## config.mk

```make
export PLATFORM = sky130hd
export DESIGN_NAME = id_checksum_sha1_core
export DESIGN_NICKNAME = d
export VERILOG_FILES = /design/src/rtl/core/sha1c_pkg.sv /design/src/rtl/core/sha1c_sched.sv /design/src/rtl/core/sha1c_round.sv /design/src/rtl/core/id_checksum_sha1_core.sv
export SDC_FILE = /design/constraint.sdc
export NUM_CORES = 1
export LEC_CHECK = 0
export ABC_AREA = 0
export BUFFER_PORTS_ARGS = -buffer_cell sky130_fd_sc_hd__buf_2
export CORE_MARGIN = 1
export CORE_UTILIZATION = 59
export CTS_BUF_LIST = sky130_fd_sc_hd__clkbuf_2
export DETAILED_ROUTE_END_ITERATION = 8
export PLACE_DENSITY_LB_ADDON = 0.05
export REMOVE_ABC_BUFFERS = 1
export SYNTH_ARGS = -nofsm -noshare
export SYNTH_HDL_FRONTEND = slang
export SYNTH_SLANG_ARGS = --single-unit
```

## constraint.sdc

```tcl
create_clock -name clk_i -period 7.55 [get_ports clk_i]
set_input_delay 1.1325 -clock clk_i [delete_from_list [all_inputs] [get_ports clk_i]]
set_output_delay 1.1325 -clock clk_i [all_outputs]
set_load 0.05 [all_outputs]
```

## src/rtl/core/sha1c_pkg.sv

```systemverilog
package sha1c_pkg;

  typedef logic [31:0] word_t;
  typedef logic [6:0]  rnd_t;

  localparam int unsigned ROUNDS     = 80;
  localparam int unsigned SCHED_LEN  = 16;
  localparam int unsigned CK_W       = 7;
  localparam int unsigned CK_SHIFT   = 25;
  localparam int unsigned ID_W       = 32;
  localparam int unsigned CODE_W     = ID_W + CK_W;

  localparam rnd_t  LAST_RND  = rnd_t'(ROUNDS - 1);

  // Padding words of the single message block.
  localparam word_t PAD_WORD  = 32'h8000_0000;
  localparam word_t MSG_BITS  = 32'd32;

  // Initial chaining values.
  localparam word_t H0_INIT   = 32'h6745_2301;
  localparam word_t H1_INIT   = 32'hEFCD_AB89;
  localparam word_t H2_INIT   = 32'h98BA_DCFE;
  localparam word_t H3_INIT   = 32'h1032_5476;
  localparam word_t H4_INIT   = 32'hC3D2_E1F0;

  // Control passed from the sequencer to the datapath parts.
  typedef struct packed {
    logic load;   // start a new block
    logic step;   // run one round
    rnd_t rnd;    // index of the round being run
  } ctrl_t;

endpackage

```

## src/rtl/core/sha1c_sched.sv

```systemverilog
module sha1c_sched
  import sha1c_pkg::*;
(
  input  logic  clk_i,
  input  ctrl_t ctrl_i,
  input  word_t account_id_i,
  output word_t w_o
);

  // Window of sixteen schedule words; entry 0 is the word of the current round.
  word_t win_q [SCHED_LEN];
  word_t win_d [SCHED_LEN];
  word_t mix;

  assign mix = win_q[13] ^ win_q[8] ^ win_q[2] ^ win_q[0];

  always_comb begin
    for (int i = 0; i < SCHED_LEN; i++) begin
      win_d[i] = win_q[i];
    end
    if (ctrl_i.load) begin
      // Bytes go in least significant first, packed big-endian.
      win_d[0] = {account_id_i[7:0], account_id_i[15:8],
                  account_id_i[23:16], account_id_i[31:24]};
      win_d[1] = PAD_WORD;
      for (int i = 2; i < SCHED_LEN - 1; i++) begin
        win_d[i] = '0;
      end
      win_d[SCHED_LEN-1] = MSG_BITS;
    end else if (ctrl_i.step) begin
      for (int i = 0; i < SCHED_LEN - 1; i++) begin
        win_d[i] = win_q[i+1];
      end
      win_d[SCHED_LEN-1] = {mix[30:0], mix[31]};
    end
  end

  always_ff @(posedge clk_i) begin
    for (int i = 0; i < SCHED_LEN; i++) begin
      win_q[i] <= win_d[i];
    end
  end

  assign w_o = win_q[0];

endmodule

```

## src/rtl/core/sha1c_round.sv

```systemverilog
module sha1c_round
  import sha1c_pkg::*;
(
  input  logic  clk_i,
  input  ctrl_t ctrl_i,
  input  word_t w_i,
  output word_t h0_o
);

  word_t a_q, b_q, c_q, d_q, e_q;
  word_t a_d, b_d, c_d, d_d, e_d;
  word_t f, k, t;

  // Round function and constant per group of twenty rounds.
  always_comb begin
    if (ctrl_i.rnd < rnd_t'(20)) begin
      f = (b_q & c_q) | (~b_q & d_q);
      k = 32'h5A82_7999;
    end else if (ctrl_i.rnd < rnd_t'(40)) begin
      f = b_q ^ c_q ^ d_q;
      k = 32'h6ED9_EBA1;
    end else if (ctrl_i.rnd < rnd_t'(60)) begin
      f = (b_q & c_q) | (b_q & d_q) | (c_q & d_q);
      k = 32'h8F1B_BCDC;
    end else begin
      f = b_q ^ c_q ^ d_q;
      k = 32'hCA62_C1D6;
    end
  end

  assign t = {a_q[26:0], a_q[31:27]} + f + e_q + k + w_i;

  always_comb begin
    a_d = a_q;
    b_d = b_q;
    c_d = c_q;
    d_d = d_q;
    e_d = e_q;
    if (ctrl_i.load) begin
      a_d = H0_INIT;
      b_d = H1_INIT;
      c_d = H2_INIT;
      d_d = H3_INIT;
      e_d = H4_INIT;
    end else if (ctrl_i.step) begin
      a_d = t;
      b_d = a_q;
      c_d = {b_q[1:0], b_q[31:2]};
      d_d = c_q;
      e_d = d_q;
    end
  end

  always_ff @(posedge clk_i) begin
    a_q <= a_d;
    b_q <= b_d;
    c_q <= c_d;
    d_q <= d_d;
    e_q <= e_d;
  end

  // Only the first digest word is needed.
  assign h0_o = a_q + H0_INIT;

endmodule

```

## src/rtl/core/id_checksum_sha1_core.sv

```systemverilog
// Computes a 7-bit SHA-1 check value for a 32-bit account identifier. The
// identifier is hashed as a four-byte message, least significant byte first,
// padded to a single 512-bit block, and the check bits are the top seven bits
// of the first digest word. Each request returns check_bits_o and
// combined_code_o, which carries the identifier in bits 31:0 and the check
// bits in bits 38:32. One compression round runs per clock on a shared round
// unit, fed by a sixteen-word schedule window: the accepting edge loads the
// block, the rounds follow one per cycle, and the final state adds the first
// digest word into the result register. The input stalls while a request is
// being hashed and opens again in the cycle after the result is loaded, so a
// new request is not taken before the previous one is through. A finished
// result sits in an output register, so a new request is taken as soon as
// the hash is done even if the previous result has not been collected; if
// the output register is still full when the next hash completes, the core
// waits until it frees up.
module id_checksum_sha1_core
  import sha1c_pkg::*;
(
  input  logic                clk_i,
  input  logic                rst_ni,

  input  logic                in_valid_i,
  output logic                in_stall_o,
  input  logic [ID_W-1:0]     account_id_i,

  output logic                out_valid_o,
  input  logic                out_stall_i,
  output logic [CK_W-1:0]     check_bits_o,
  output logic [CODE_W-1:0]   combined_code_o
);

  typedef enum logic [1:0] {
    ST_IDLE,
    ST_RUN,
    ST_FIN
  } state_e;

  state_e          state_q, state_d;
  rnd_t            rnd_q, rnd_d;
  logic            out_valid_q, out_valid_d;
  logic [ID_W-1:0] id_q;
  logic [CK_W-1:0] ck_q;
  logic            in_acc;
  logic            out_free;
  logic            res_load;
  ctrl_t           ctrl;
  word_t           w;
  word_t           h0;

  assign in_acc   = in_valid_i && (state_q == ST_IDLE);
  assign out_free = !out_valid_q || !out_stall_i;
  assign res_load = (state_q == ST_FIN) && out_free;

  assign ctrl.load = in_acc;
  assign ctrl.step = (state_q == ST_RUN);
  assign ctrl.rnd  = rnd_q;

  always_comb begin
    state_d     = state_q;
    rnd_d       = rnd_q;
    out_valid_d = out_valid_q;
    if (out_valid_q && !out_stall_i) begin
      out_valid_d = 1'b0;
    end
    unique case (state_q)
      ST_IDLE: begin
        if (in_acc) begin
          state_d = ST_RUN;
          rnd_d   = '0;
        end
      end
      ST_RUN: begin
        rnd_d = rnd_q + rnd_t'(1);
        if (rnd_q == LAST_RND) begin
          state_d = ST_FIN;
        end
      end
      ST_FIN: begin
        // Wait here while the previous result is still held downstream.
        if (out_free) begin
          state_d     = ST_IDLE;
          out_valid_d = 1'b1;
        end
      end
      default: begin
        state_d = ST_IDLE;
      end
    endcase
  end

  always_ff @(posedge clk_i or negedge rst_ni) begin
    if (!rst_ni) begin
      state_q     <= ST_IDLE;
      rnd_q       <= '0;
      out_valid_q <= 1'b0;
    end else begin
      state_q     <= state_d;
      rnd_q       <= rnd_d;
      out_valid_q <= out_valid_d;
    end
  end

  // The identifier is kept for the combined code while the hash runs.
  always_ff @(posedge clk_i) begin
    if (in_acc) begin
      id_q <= account_id_i;
    end
    if (res_load) begin
      ck_q <= h0[31:CK_SHIFT];
    end
  end

  logic [ID_W-1:0] out_id_q;

  always_ff @(posedge clk_i) begin
    if (res_load) begin
      out_id_q <= id_q;
    end
  end

  sha1c_sched u_sched (
    .clk_i        (clk_i),
    .ctrl_i       (ctrl),
    .account_id_i (account_id_i),
    .w_o          (w)
  );

  sha1c_round u_round (
    .clk_i  (clk_i),
    .ctrl_i (ctrl),
    .w_i    (w),
    .h0_o   (h0)
  );

  assign in_stall_o      = (state_q != ST_IDLE);
  assign out_valid_o     = out_valid_q;
  assign check_bits_o    = ck_q;
  assign combined_code_o = {ck_q, out_id_q};

  // An accepted request always starts at the first round.
  a_start: assert property (@(posedge clk_i) disable iff (!rst_ni)
    in_valid_i && !in_stall_o |=> state_q == ST_RUN && rnd_q == '0)
    else $error("request accepted without starting at round zero");

  // The round counter never runs past the last round.
  a_rnd: assert property (@(posedge clk_i) disable iff (!rst_ni)
    state_q == ST_RUN |-> rnd_q <= LAST_RND)
    else $error("round counter out of range");

  // A result only appears after a completed hash.
  a_res: assert property (@(posedge clk_i) disable iff (!rst_ni)
    $rose(out_valid_o) |-> $past(state_q) == ST_FIN)
    else $error("result raised without a finished hash");

  // The core waits in the final state only while the output is held.
  a_hold: assert property (@(posedge clk_i) disable iff (!rst_ni)
    state_q == ST_FIN && out_valid_q && out_stall_i |=> state_q == ST_FIN)
    else $error("result dropped while output held");

endmodule
```

==> qor.yml <==
sta:
  fin_tns_setup_ns: 0
  slew_headroom_pct: 22.1
  hold_viol: 0
  worstMarginPinSlew_ns: 1.17
  skew_ns: 0.0664
  min_period_ns: 6.17
  timing.fmax_ghz: 0.162
  rsz0062_at_grt: "no"
  fin_crit_sh_pct: 81.8
  drv_slew: 0
  setup_viol: 0
yosys:
  synthFlopType: "dfxtp_1"
  synth_seq_area_share_pct: 54.9
  synth-seq-cells: 753
  syn_avg_cell_area_um2: 12.1
  ys_warn_count: 0
  synth_cells: 2436
  ys_async_sr_fraction_pct: 1.33
  ys_types: 76
  synth_edf_count: 103
  synth_area_um2: 29400
global_routing:
  grtUsageTotal_pct: 24.3
  grt_pass1_wl_um: 98600
  grt_start_max_net_pins: 205
  antenna_found_initial: 2
  grt_pass1_vias: 19500
  gr-total-overflow: 0
route:
  wl_um: 60100
  drtIter0Drc: 1123
  postRouteAntennaNets: 0
  vias_per_cell: 5.66
  drcViolationCount: 0
  wl_per_cell_um: 17.6
  vias: 19300
  first_pass_iters: 5
worst_setup_path:
  cp_slowest_cell: "inv_1"
  crit_type: "flop to flop"
  endpoint_kind: "flop"
  arrival_ns: 7.39
  startpoint_type: "flop"
  max_stage_delay_ns: 0.59
  crit_chain: "a41oi_2 -> nand2_2 -> nand2_1 -> inv_1 -> a221oi_1 -> fa_1 -> inv_1 -> fa_1 -> inv_1 -> fa_1 -> inv_1 -> ha_1 -> a211o_1 -> a211oi_1 -> o21ai_2 -> a32oi_1 -> a311o_1 -> o211ai_1 -> a31oi_1 -> xor2_1 -> a21oi_1"
  crit_fanout: 16
  path_common_cell: "inv_1"
  critPathRequiredTime_ns: 8.77
placed_design:
  dpl.cell_count: 3035
  gp_congestion: 0.893
  dpl_cell_area_um2: 30200
  io_buffer_count: 83
  place_hpwl_um: 35600
job:
  drv_cap: 0
layout:
  utilization_pct: 65.9
  fin_area_um2: 32300
  fin_cells: 3413
  fin_nets: 2789
  drive_gt1_share_pct: 15.4
  area_delta_synth_final_pct: 9.86
  fillCellCount: 3898
clocking:
  cts_num_sinks: 753
  postCtsSetupBuffers: 0
  insertion_delay_ns: 1.38
  cts_made_buffers: 183
  cts_tree: "done"
  root_buffer: "clkbuf_2"
  cts_buffer_depth: 3
  h-tree-depth: 4
  clk_pin_slew_ns: 0.12
floorplanning:
  die-area_um2: 50700
  start_util_pct: 60.0
  die_y_um: 225
  io_pins: 84
  design.core.area_um2: 49100
  rows: 81
  die_w_um: 225
worst_hold_path:
  hp-class: "primary input to flop"
run_status:
  run_status: "finished clean"
[metrics by stage]
stage | setup WS, ns | hold WS, ns
after global routing | 0.995 | 0.0940
after global placement | 1.56 | 0.400
after CTS | 1.39 | 0.0302
after floorplan | -14.68 | 0.400
after detailed placement | 1.41 | 0.405
final | 1.38 | 0.221
[path summary, 6_finish.rpt]
| check | from | end | slack, ns | cells past startpoint |
|---|---|---|---|---|
| max | rnd_q[4]$_DFFE_PN0P_ | u_round.a_q[30]$_SDFFE_PP1P_ | 1.38 | 21 |
| min | in_valid_i | state_q[0]$_DFFE_PN0P_ | 0.22 | 4 |
| max reg2reg | rnd_q[4]$_DFFE_PN0P_ | u_round.a_q[30]$_SDFFE_PP1P_ | 1.38 | 21 |
| min reg2reg | id_q[11]$_DFFE_PP_ | out_id_q[11]$_DFFE_PP_ | 0.38 | 0 |
| max in group asynchronous | rst_ni | rnd_q[4]$_DFFE_PN0P_ | 5.83 | 4 |
| min in group asynchronous | rst_ni | state_q[1]$_DFFE_PN0P_ | 0.66 | 3 |
[critical path, delay by kind of cell (launching register included)]
family	cells	cell delay [ns]
adders and majority gates	4	1.92
xor gates and xnor gates	1	0.16
AOI/OAI and AO/OA	10	2.19
buffers and inverters	4	0.75
and+or+nand+nor	2	0.52
DFF	1	0.50
[what timing repair did]
action,4_1_cts,5_1_grt
endpoints found under the hold margin,75,0
hold buffers,36,0
resized for setup,0,0
[synthesized netlist by cell type (3+ instances only)]
| cell | instances | area [um^2] |
|---|---|---|
| o31ai_1 | 3 | 22.5 |
| a22o_1 | 530 | 4640 |
| clkbuf_1 | 146 | 548 |
| xor2_1 | 16 | 140 |
| o221ai_1 | 7 | 61.3 |
| a21oi_1 | 46 | 230 |
| a21o_1 | 13 | 97.6 |
| a221oi_1 | 6 | 52.6 |
| o21a_1 | 5 | 37.5 |
| o221a_2 | 7 | 78.8 |
| nor2b_1 | 6 | 37.5 |
| o21ai_0 | 66 | 330 |
| fa_1 | 114 | 2280 |
| xnor2_1 | 122 | 1070 |
| nand3_1 | 15 | 75.1 |
| a32o_1 | 3 | 30.0 |
| buf_4 | 7 | 52.6 |
| buf_1 | 15 | 56.3 |
| nor2_1 | 63 | 236 |
| nand2b_1 | 5 | 31.3 |
| a221o_1 | 10 | 100 |
| a22oi_1 | 4 | 30.0 |
| o211ai_1 | 7 | 52.6 |
| or3_1 | 4 | 25.0 |
| nand2_1 | 82 | 308 |
| dfrtp_1 | 10 | 250 |
| o32ai_1 | 4 | 35.0 |
| edfxtp_1 | 103 | 3090 |
| and3_1 | 5 | 31.3 |
| ha_1 | 47 | 588 |
| mux2i_1 | 29 | 290 |
| o21ai_1 | 11 | 55.1 |
| o22a_1 | 56 | 490 |
| nand4_1 | 9 | 56.3 |
| dfxtp_1 | 640 | 12800 |
| a31oi_1 | 4 | 25.0 |
| inv_1 | 161 | 604 |
| a211oi_1 | 4 | 30.0 |
| nor3_1 | 7 | 35.0 |
[cells by family after synthesis]
family,after synthesis,synth area share (%)
buf+inv,334,4.36
compound gates,812,22.7
fa+ha+maj,161,9.76
simple gates,209,3.17
flops,753,54.9
mux,29,0.987
xor+xnor,138,4.11
[cells in the final DEF, fill, tap and decap left out, drive strengths merged, types with 52 or more instances in the layout]
| cell type | netlist | routed |
|---|---|---|
| a22o | 530 | 530 |
| buf | 24 | 105 |
| clkbuf | 146 | 277 |
| clkinv | 2 | 52 |
| dfxtp | 640 | 640 |
| edfxtp | 103 | 103 |
| fa | 114 | 114 |
| inv | 162 | 166 |
| nand2 | 83 | 83 |
| nor2 | 63 | 63 |
| o21ai | 79 | 79 |
| o22a | 56 | 56 |
| xnor2 | 122 | 122 |
[flip-flops by register name, summed over array words and instances (netlist names)]
name,flops
rnd_q,7
u_round.e_q,32
u_sched.win_q,512
out_id_q,32
check_bits_o,7
out_valid_o,1
u_round.a_q,32
u_round.d_q,32
state_q,2
u_round.c_q,32
u_round.b_q,32
id_q,32
[metal layers]
layer / global-route usage [%] / part of all wire [%] / routed length, um
met2: 36.7 / 45 / 27200
met1: 33.7 / 48 / 29100
met3: 5.62 / 4.4 / 2660
met4: 10.0 / 2.0 / 1180
met5: 0 / 0 / 0
[layout make-up]
| class | instances | area [um^2] | share of cell area [%] |
|---|---|---|---|
| Clock inverter | 59 | 347 | 1.07 |
| Antenna cell | 6 | 15.0 | 0.0465 |
| Sequential cell | 753 | 16200 | 50.0 |
| Clock buffer | 277 | 1390 | 4.29 |
| Multi-Input combinational cell | 1349 | 12000 | 37.1 |
| Timing Repair Buffer | 141 | 953 | 2.95 |
| Tap cell | 664 | 831 | 2.57 |
| Inverter | 164 | 622 | 1.92 |
Power is left out: the tool's default activity adds up to more than one toggle a clock period on the data nets, which glitch-free logic cannot reach.
